## config.mk

```make
export PLATFORM = sky130hd
export DESIGN_NAME = producer_sequence_gap_tracker_unit
export DESIGN_NICKNAME = d
export VERILOG_FILES = /design/src/rtl/pstg_pkg.sv /design/src/rtl/producer_sequence_gap_tracker_unit.sv /design/src/rtl/pstg_table.sv
export SDC_FILE = /design/constraint.sdc
export NUM_CORES = 1
export LEC_CHECK = 0
export BUFFER_PORTS_ARGS = -buffer_cell sky130_fd_sc_hd__buf_2
export CAP_MARGIN = 20
export CORE_MARGIN = 5
export CORE_UTILIZATION = 60
export DETAILED_ROUTE_END_ITERATION = 6
export PLACE_DENSITY_LB_ADDON = 0.15
export SYNTH_ARGS = -nofsm -noshare
export SYNTH_HDL_FRONTEND = slang
export SYNTH_SLANG_ARGS = --single-unit
```

## constraint.sdc

```tcl
create_clock -name i_clk -period 14.45 [get_ports i_clk]
set_input_delay 0.7225 -clock i_clk [delete_from_list [all_inputs] [get_ports i_clk]]
set_output_delay 0.7225 -clock i_clk [all_outputs]
set_load 0.02 [all_outputs]
```

## src/rtl/pstg_pkg.sv

```systemverilog
package pstg_pkg;

    localparam int MAX_PRODUCERS_DEF = 8;

    localparam logic [3:0]  HDR_LEN       = 4'd12;
    localparam logic [15:0] MIN_LEN_BASIC = 16'd4;
    localparam logic [15:0] MIN_LEN_TS    = 16'd12;
    localparam logic [15:0] SAT16         = 16'hFFFF;

    // result status codes
    localparam logic [1:0] ST_OK         = 2'd0;
    localparam logic [1:0] ST_TOO_SHORT  = 2'd1;
    localparam logic [1:0] ST_TABLE_FULL = 2'd2;

    // configuration register indexes
    localparam logic REG_HEADER_EN    = 1'b0;
    localparam logic REG_TIMESTAMP_EN = 1'b1;

    typedef struct packed {
        logic [15:0] producer;
        logic [15:0] sequence_no;
        logic [15:0] missed;
        logic [31:0] epoch;
        logic [31:0] offset;
    } t_entry;

endpackage

```

## src/rtl/producer_sequence_gap_tracker_unit.sv

```systemverilog
// A taken word goes straight to its result when header handling is off or the frame is
// too short; otherwise the table is searched from entry 0, a found producer passes through
// a miss and a sum state, and a new producer is appended or a full table reported.
// One word in flight: the next word is taken in the cycle after the result is registered; the
// table is scanned one entry at a time, a read then a compare, through its registered read port.
// Reset (synchronous, active low) empties the table and sets header on, timestamps off.
module producer_sequence_gap_tracker_unit
    import pstg_pkg::*;
#(
    parameter int MAX_PRODUCERS = MAX_PRODUCERS_DEF
) (
    input  logic         i_clk,
    input  logic         i_rst_n,
    // producer_id[15:0], sequence_req[31:16], epoch_seconds[63:32],
    // offset_nanoseconds[95:64], frame_bytes[111:96]
    input  logic         s_tvalid,
    output logic         s_tready,
    input  logic [111:0] s_tdata,
    // status[1:0], header_length[5:2], new_producer[6], slot[9:7],
    // frames_missed_now[25:10], missed_total[41:26], zero fill[47:42]
    output logic         m_tvalid,
    input  logic         m_tready,
    output logic [47:0]  m_tdata,
    input  logic         i_cfg_wr_en,
    input  logic         i_cfg_index,
    input  logic         i_cfg_data
);

    localparam int IW = (MAX_PRODUCERS > 1) ? $clog2(MAX_PRODUCERS) : 1;
    localparam int CW = $clog2(MAX_PRODUCERS + 1);
    localparam logic [CW-1:0] USED_FULL = CW'(MAX_PRODUCERS);

    typedef enum logic [2:0] {
        S_IDLE, S_CHECK, S_READ, S_CMP, S_MISS, S_SUM, S_DONE
    } t_state;

    typedef struct packed {
        logic [15:0] total;
        logic [15:0] now;
        logic [2:0]  slot;
        logic        new_producer;
        logic [3:0]  hdr_len;
        logic [1:0]  status;
    } t_result;

    t_state      r_state, n_state;
    logic        r_hdr_en, n_hdr_en;
    logic        r_ts_en, n_ts_en;
    logic [CW-1:0] r_used, n_used;
    logic [IW-1:0] r_idx, n_idx;
    logic [15:0] r_pid, n_pid;
    logic [15:0] r_seq, n_seq;
    logic [31:0] r_eps, n_eps;
    logic [31:0] r_ons, n_ons;
    logic [15:0] r_len, n_len;
    logic [15:0] r_miss, n_miss;
    t_result     r_pend, n_pend;
    t_result     r_out, n_out;
    logic        r_out_valid, n_out_valid;

    logic        wr_en;
    logic [IW-1:0] wr_addr;
    t_entry      wr_data;
    t_entry      rd_data;
    logic        append;
    logic [16:0] sum;
    logic [15:0] need;

    pstg_table #(
        .MAX_PRODUCERS(MAX_PRODUCERS)
    ) u_table (
        .i_clk    (i_clk),
        .i_wr_en  (wr_en),
        .i_wr_addr(wr_addr),
        .i_wr_data(wr_data),
        .i_rd_addr(r_idx),
        .o_rd_data(rd_data)
    );

    always_comb begin
        n_state     = r_state;
        n_hdr_en    = r_hdr_en;
        n_ts_en     = r_ts_en;
        n_used      = r_used;
        n_idx       = r_idx;
        n_pid       = r_pid;
        n_seq       = r_seq;
        n_eps       = r_eps;
        n_ons       = r_ons;
        n_len       = r_len;
        n_miss      = r_miss;
        n_pend      = r_pend;
        n_out       = r_out;
        n_out_valid = r_out_valid;
        wr_en       = 1'b0;
        wr_addr     = r_idx;
        wr_data     = '{producer: r_pid, sequence_no: r_seq, missed: 16'd0,
                        epoch: r_eps, offset: r_ons};
        append      = 1'b0;
        sum         = {1'b0, rd_data.missed} + {1'b0, r_miss};
        need        = r_ts_en ? MIN_LEN_TS : MIN_LEN_BASIC;

        if (i_cfg_wr_en) begin
            case (i_cfg_index)
                REG_HEADER_EN:    n_hdr_en = i_cfg_data;
                REG_TIMESTAMP_EN: n_ts_en  = i_cfg_data;
                default:          ;
            endcase
        end

        if (r_out_valid && m_tready) begin
            n_out_valid = 1'b0;
        end

        case (r_state)
            S_IDLE: begin
                if (s_tvalid) begin
                    n_pid   = s_tdata[15:0];
                    n_seq   = s_tdata[31:16];
                    n_eps   = r_ts_en ? s_tdata[63:32] : 32'd0;
                    n_ons   = r_ts_en ? s_tdata[95:64] : 32'd0;
                    n_len   = s_tdata[111:96];
                    n_state = S_CHECK;
                end
            end
            S_CHECK: begin
                n_idx  = '0;
                n_pend = '0;
                if (!r_hdr_en) begin
                    n_pend.status = ST_OK;
                    n_state       = S_DONE;
                end else if (r_len < need) begin
                    n_pend.status = ST_TOO_SHORT;
                    n_state       = S_DONE;
                end else if (r_used == '0) begin
                    append = 1'b1;
                end else begin
                    n_state = S_READ;
                end
            end
            S_READ: begin
                n_state = S_CMP;
            end
            S_CMP: begin
                if (rd_data.producer == r_pid) begin
                    n_state = S_MISS;
                end else if (CW'(r_idx) + CW'(1) == r_used) begin
                    if (r_used == USED_FULL) begin
                        n_pend        = '0;
                        n_pend.status = ST_TABLE_FULL;
                        n_state       = S_DONE;
                    end else begin
                        append = 1'b1;
                    end
                end else begin
                    n_idx   = r_idx + IW'(1);
                    n_state = S_READ;
                end
            end
            S_MISS: begin
                // gap wraps modulo 2^16, so a repeated sequence gives 0xFFFF
                n_miss  = r_seq - rd_data.sequence_no - 16'd1;
                n_state = S_SUM;
            end
            S_SUM: begin
                wr_en          = 1'b1;
                wr_addr        = r_idx;
                wr_data.missed = sum[16] ? SAT16 : sum[15:0];
                n_pend         = '{total: wr_data.missed, now: r_miss, slot: 3'(r_idx),
                                   new_producer: 1'b0, hdr_len: HDR_LEN, status: ST_OK};
                n_state        = S_DONE;
            end
            S_DONE: begin
                // hold until the output register is free
                if (!r_out_valid || m_tready) begin
                    n_out       = r_pend;
                    n_out_valid = 1'b1;
                    n_state     = S_IDLE;
                end
            end
            default: begin
                n_state = S_IDLE;
            end
        endcase

        if (append) begin
            wr_en   = 1'b1;
            wr_addr = r_used[IW-1:0];
            n_used  = r_used + CW'(1);
            n_pend  = '{total: 16'd0, now: 16'd0, slot: 3'(r_used),
                        new_producer: 1'b1, hdr_len: HDR_LEN, status: ST_OK};
            n_state = S_DONE;
        end
    end

    always_ff @(posedge i_clk) begin
        if (!i_rst_n) begin
            r_state     <= S_IDLE;
            r_hdr_en    <= 1'b1;
            r_ts_en     <= 1'b0;
            r_used      <= '0;
            r_out_valid <= 1'b0;
        end else begin
            r_state     <= n_state;
            r_hdr_en    <= n_hdr_en;
            r_ts_en     <= n_ts_en;
            r_used      <= n_used;
            r_out_valid <= n_out_valid;
        end
        r_idx  <= n_idx;
        r_pid  <= n_pid;
        r_seq  <= n_seq;
        r_eps  <= n_eps;
        r_ons  <= n_ons;
        r_len  <= n_len;
        r_miss <= n_miss;
        r_pend <= n_pend;
        r_out  <= n_out;
    end

    assign s_tready = (r_state == S_IDLE);
    assign m_tvalid = r_out_valid;
    assign m_tdata  = {6'd0, r_out};

endmodule

```

## src/rtl/pstg_table.sv

```systemverilog
module pstg_table
    import pstg_pkg::*;
#(
    parameter int MAX_PRODUCERS = MAX_PRODUCERS_DEF,
    localparam int IW = (MAX_PRODUCERS > 1) ? $clog2(MAX_PRODUCERS) : 1
) (
    input  logic          i_clk,
    input  logic          i_wr_en,
    input  logic [IW-1:0] i_wr_addr,
    input  t_entry        i_wr_data,
    input  logic [IW-1:0] i_rd_addr,
    output t_entry        o_rd_data
);

    t_entry r_mem [MAX_PRODUCERS];
    t_entry r_rd_data;

    always_ff @(posedge i_clk) begin
        if (i_wr_en) begin
            r_mem[i_wr_addr] <= i_wr_data;
        end
        r_rd_data <= r_mem[i_rd_addr];
    end

    assign o_rd_data = r_rd_data;

endmodule

```

* Yosys cells after proc, flatten, opt, wreduce, memory -nomap -nowiden *
Memory sizes are Yosys's and may differ from the RTL's. A register that Yosys moved wholly into a read port is not among the register bits.
Cells that the tools add are included.

word-level totals
  output and inout bits = 50
  input port bits = 119
  memory bits (writable) = 896
  memories kept = 1
  bits in registers = 225
  logic and storage cells = 115

operators by class
  reductions and logical operators = 18
  eq/ne operators = 24
  magnitude comparators = 1
  bitwise gates (word level) = 2
  add/subtract/negate cells = 6
  multiplexer cells = 38

memories
  memory         depth  bits a word  read ports  clocked after Yosys merged registers in  wr ports  RTL line          RTL
  u_table.r_mem  8      112          1           1                                        1         pstg_table.sv:15  t_entry r_mem [MAX_PRODUCERS];

operator list
  operator                 number
  $mux W42                 3
  $pmux W42 S3             1
  $mux W3                  12
  $mux W16                 2
  $pmux W3 S7              1
  $add A16 B16 Y17         1
  $eq A16 B16 Y1           1
  $lt A16 B4 Y1            1
  $reduce_and A4 Y1        4
  $sub A16 B1 Y16 const B  1
  $sub A16 B16 Y16         1
  $mux W1                  15
  $ne A2 B2 Y1 const B     6
  $ne A3 B3 Y1 const B     4
  $mux W10                 1
  $ne A5 B5 Y1 const B     2
  $eq A3 B3 Y1 const B     3
  $ne A4 B4 Y1 const B     2
  $reduce_and A2 Y1        4
  $eq A3 B2 Y1 const B     2
  $pmux W3 S2              1
  $add A3 B1 Y4 const B    1
  $add A4 B1 Y4 const B    1
  $eq A4 B4 Y1             1
  other kinds (17)         18

* Longest topological paths before layout *
  depth in word-level cells = 8
  gate-level depth with buffers = 11
  mapped depth without buffers = 10

* Cells and area by module *
From an unflattened synthesis, not the netlist that was laid out.

unflattened totals
  cells, all modules = 2141
  area, all modules = 45507.4 sq um

by module, submodules not included
  module                              area an instance (sq um)  cells each  seq. area each (sq um)  times used
  pstg_table                          36154.7                   1419        29148.0                 1
  producer_sequence_gap_tracker_unit  9352.7                    722         6055.8                  1

* Worst setup path after synthesis *
Ideal clock, no wire load.

  kind = register to register
  from = register r_idx[0]
  to = memory u_table.r_mem[2][100] (netlist bit), enable pin
  slack = 8.521 ns
  clock period less this slack = 5.929 ns
  library setup time = 0.526 ns
  path buffers = 0
  data required time = 13.924 ns
  stages on the path, launching flop included = 9
  data arrival time = 5.403 ns
  cells stage by stage = edfxtp_1 ha_1 xnor2_1 xnor2_1 a2111oi_4 nand2b_2 o21bai_2 nand2_1 o31ai_1

on the way
  longest elaborated chain between the ends = 8
  elaborated cells on any way between the ends = 9
  classes of those cells = 1 x add/sub; 1 x eq/ne; 7 x mux

RTL lines
  element                        RTL line                                   RTL
  from (decl)                    producer_sequence_gap_tracker_unit.sv:50   logic [IW-1:0] r_idx, n_idx;
  from (signal assigned)         producer_sequence_gap_tracker_unit.sv:210  r_idx <= n_idx;
  $add A3 B1 Y4                  producer_sequence_gap_tracker_unit.sv:147  end else if (CW'(r_idx) + CW'(1) == r_used) begin
  $eq A4 B4 Y1                   producer_sequence_gap_tracker_unit.sv:147
  $mux W1                        producer_sequence_gap_tracker_unit.sv:147
  $mux W1                        producer_sequence_gap_tracker_unit.sv:145  if (rd_data.producer == r_pid) begin
  $pmux W1 S2                    producer_sequence_gap_tracker_unit.sv:115  case (r_state)
  $mux W1                        producer_sequence_gap_tracker_unit.sv:186  if (append) begin
  $mux W1                        pstg_table.sv:19                           if (i_wr_en) begin
  $mux W1 (not written as such)  pstg_table.sv:20                           r_mem[i_wr_addr] <= i_wr_data;
  to (decl)                      pstg_table.sv:15

Parallel ways exist; a longest one is shown, timed or not.

* Worst setup path after layout *
  from = register r_idx[0]
  to = memory u_table.r_mem[0][90] (netlist bit), enable pin

The elaborated chain is that of the path after synthesis.

==> impl_results.md <==
- Syn Std Cell Area: 22,410 um^2
- Hold_ws: approximately 0.3 ns
- CTS Hold Bufs: 0
- Final worst path period share: about 34%
- Worst reg-to-reg path cell count: 9
- Max-slew violations: 0
- Total GRT Usage: between 20% and 30%
- Top-count cell post-synth: edfxtp_1
- Via Count: roughly 11,000
- First-pass iteration count of the detailed router: 7
- Initial antenna violation count: 0
- CTS Buf Count: 57
- Die area: slightly above 40,000 um^2
- Max-cap viol count: 0
- Clk pin slew, worst setup/hold paths: roughly 0.06 ns
- Worst path slowest cell: o31ai_4
- Crit path time final: slightly below 5 ns
- Finish-stage setup viols: 0
- Comb power frac: 11.6%
- GRT Residual Overflow: 0
- Layout cells sized above 1: between 20 and 30%
- Vias in the first global route: 11,290
- # DRC: 0
- Worst path depth: 9
- Worst VDD drop: 0.0001028 V
- 1st-iter DRT viols: approximately 930
- # H-tree levels: 2
- Clock power frac: about two fifths
- CTS tree: yes
- Sequential cell fraction of total power: 49.9%
- CP Data Required Time: 14.66 ns
- Clock sinks: 585
- EDFF count, synth: between 400 and 500
- Design area: around 26,000 um^2
- Top cells by count, synth: 491 x edfxtp_1, 96 x mux4_2, 94 x dfxtp_1
- FF+latch count, synth: ~600
- HP Class: primary input to flip-flop
- Maximum clock insertion buffer count: 3
- Register area share after synthesis: 74.18%
- Chip Height: about 200 um
- Post-CTS setup buffers: 0
- Area fraction of the dominant cell type after synthesis: 65.78%
- CP Data Arrival Time: about 5 ns
- Net Sw Frac: approximately a quarter
- Ys flop type: edfxtp_1
- Crit-path leading delay family: buffers and inverters
- Unique cell type count in the Yosys netlist: 58
- Crit path top cell by count: buf_4
- P&R area growth vs syn: 14.26%
- Hold path cells: 1
- Antenna cells: 0
- Worst path cell trace: buf_12 > nand4_1 > a2111oi_4 > nand2b_2 > o21bai_2 > buf_4 > nand2_1 > o31ai_4 > buf_4
- Least-Margin Pin Slew: approximately 1.1 ns
- RSZ-0062 raised after global routing: no
- Area leader, netlist: edfxtp_1
- Final net count: between 1,500 and 2,000
- Pin count of the biggest net entering global routing: between 100 and 150
- Slowest stage delay, CP: 0.90 ns
- Filler instances: 2,304
- Top cells by area, synth: edfxtp_1 66%, mux4_2 9.6%, dfxtp_1 8.4%
- Slew margin rel.: 27.98%
- I/O pins: 169
- Root Buffer: clkbuf_16
- IO buf count: 94
- Power Dens Cells: about 160 nW/um^2
- Rows: 70
- Peak Freq: 0.2050 GHz
- Total power: around 0.004 W
- Mean routed wirelength per cell: 23.43 um
- Outcome: completed
- Synth warnings: 0
- Setup TNS: 0 ns
- Worst-path fanout max: 106
- First-pass GRT wire length: 67,430 um
- Total wire length: about 44,000 um
- DIE WIDTH: just over 200 um
- CP endpoint kind: flip-flop
- Worst-skew pair later-pin latency: just under 0.6 ns
- Static leakage: 8.774 nW
- # resized after CTS: 0
- Antenna viol nets, final: 0
- Placeable Area: approximately 37,000 um^2
- Worst Path Buf+Inv: 3
- Mean Syn Cell Area: 18.33 um^2
- Mapped Cells: about 1,200
- Worst Setup Path Type: flip-flop to flip-flop
- Startpoint types: flip-flop
- Ys async rst share: 0%
- Starting Density: between 60% and 70%
- Detail Placement HPWL: 25,420 um
- Dpl cell area: roughly 24,000 um^2
- Clock Skews: between 0.02 and 0.025 ns
- GP Congestion: about 0.80
- Int Power: about 0.0031 W
- Vias per cell: 6.049
- Hold Vio Cnt, Final: 0
- NetSw: 0.0009458 W
## cells in the final DEF (no fill, tap or decap), drive strengths merged, types with 3 or more instances in the layout
cell,n
nand2,42
a22oi,16
xor2,6
o21bai,5
nor3b,4
clkinv,18
clkbuf,80
a21oi,42
nand2b,9
o22ai,7
conb,8
a21o,9
a41oi,4
and2,3
nor4,3
a211oi,6
buf,116
o21ai,27
a31oi,6
or2,3
mux2,49
o211ai,6
o21a,7
edfxtp,491
dfxtp,94
o31ai,5
ha,35
bufinv,6
xnor2,35
mux4,96
nand4,8
inv,44
nor2,45
or3,8
nor2b,5
nand3,11
nor3,9
## sequential cells by signal, indices dropped and copies added (netlist names)
signal / count
m_tdata: 39
m_tvalid: 1
r_hdr_en: 1
r_idx: 3
r_len: 14
r_miss: 16
r_pend: 39
r_pid: 16
r_seq: 16
r_state: 3
r_ts_en: 1
r_used: 4
u_table.o_rd_data: 48
u_table.r_mem: 384
## routing by layer
metal | GRT usage (%) | share of wire (%) | vias up
li1 | - | - | 5057
met1 | 32.09 | 44 | 5780
met3 | 3.466 | 5.9 | 70
met5 | 0 | 0 | -
met4 | 5.541 | 2.1 | 0
met2 | 33.75 | 48 | 362
## cells by family (layout without fill, tap and decap cells)
family | after synthesis | count (layout) | synth area share, %
DFF | 585 | 585 | 74.18
AOI/OAI and AO/OA | 157 | 157 | 4.667
and+or+nand+nor | 154 | 154 | 3.277
muxes | 147 | 147 | 12.20
buffers and inverters | 101 | 266 | 1.926
xor gates and xnor gates | 41 | 41 | 1.602
adders and majority gates | 37 | 37 | 2.133
other | 1 | 8 | 0.01673
## final timing paths
kind	start	endpoint	slack, ns
min	s_tdata[11]	r_pid[11]$_DFFE_PP_	0.30
min reg2reg	r_pend[31]$_SDFFE_PP0P_	m_tdata[31]$_DFFE_PP_	0.43
max	r_idx[0]$_SDFFCE_PP0P_	u_table.r_mem[0][90]$_DFFE_PP_	9.57
max reg2reg	r_idx[0]$_SDFFCE_PP0P_	u_table.r_mem[0][90]$_DFFE_PP_	9.57
## worst reg2reg max path, delay by kind of cell (launching register included)
kind	cells	cell delay [ns]
AOI/OAI and AO/OA	3	1.50
buffers and inverters	3	1.76
and+or+nand+nor	3	0.79
DFF	1	0.41
## power by group through the flow
stage / combinational (W) / clock [W] / sequential, W
6_report: 0.000471 / 0.00157 / 0.00203
3_5_place_dp: 0.000470 / 0 / 0.00206
3_3_place_gp: 0.000460 / 0 / 0.00206
4_1_cts: 0.000473 / 0.00159 / 0.00203
5_1_grt: 0.000519 / 0.00167 / 0.00204
2_1_floorplan: 0.000355 / 0 / 0.00204
## through the flow
stage	instances	utilization, %	setup WS [ns]
final	1863	69.62	9.572
after global routing	1863	69.62	9.222
after CTS	1861	69.51	9.382
after detailed placement	1753	63.91	9.443
after global placement	1753	63.91	9.582
after floorplan	1230	-	8.521
## final cells by class
| type | count | area, um^2 | area share [%] |
|---|---|---|---|
| multi-input cells | 544 | 5508 | 21.51 |
| clock buffers | 80 | 1749 | 6.831 |
| inverters | 42 | 157.7 | 0.6156 |
| clock inverters | 28 | 309.0 | 1.207 |
| flip-flops and latches | 585 | 16630 | 64.92 |
| well taps | 468 | 585.6 | 2.287 |
| repair buffers | 116 | 673.1 | 2.629 |
(Power assumes the default switching activity.)
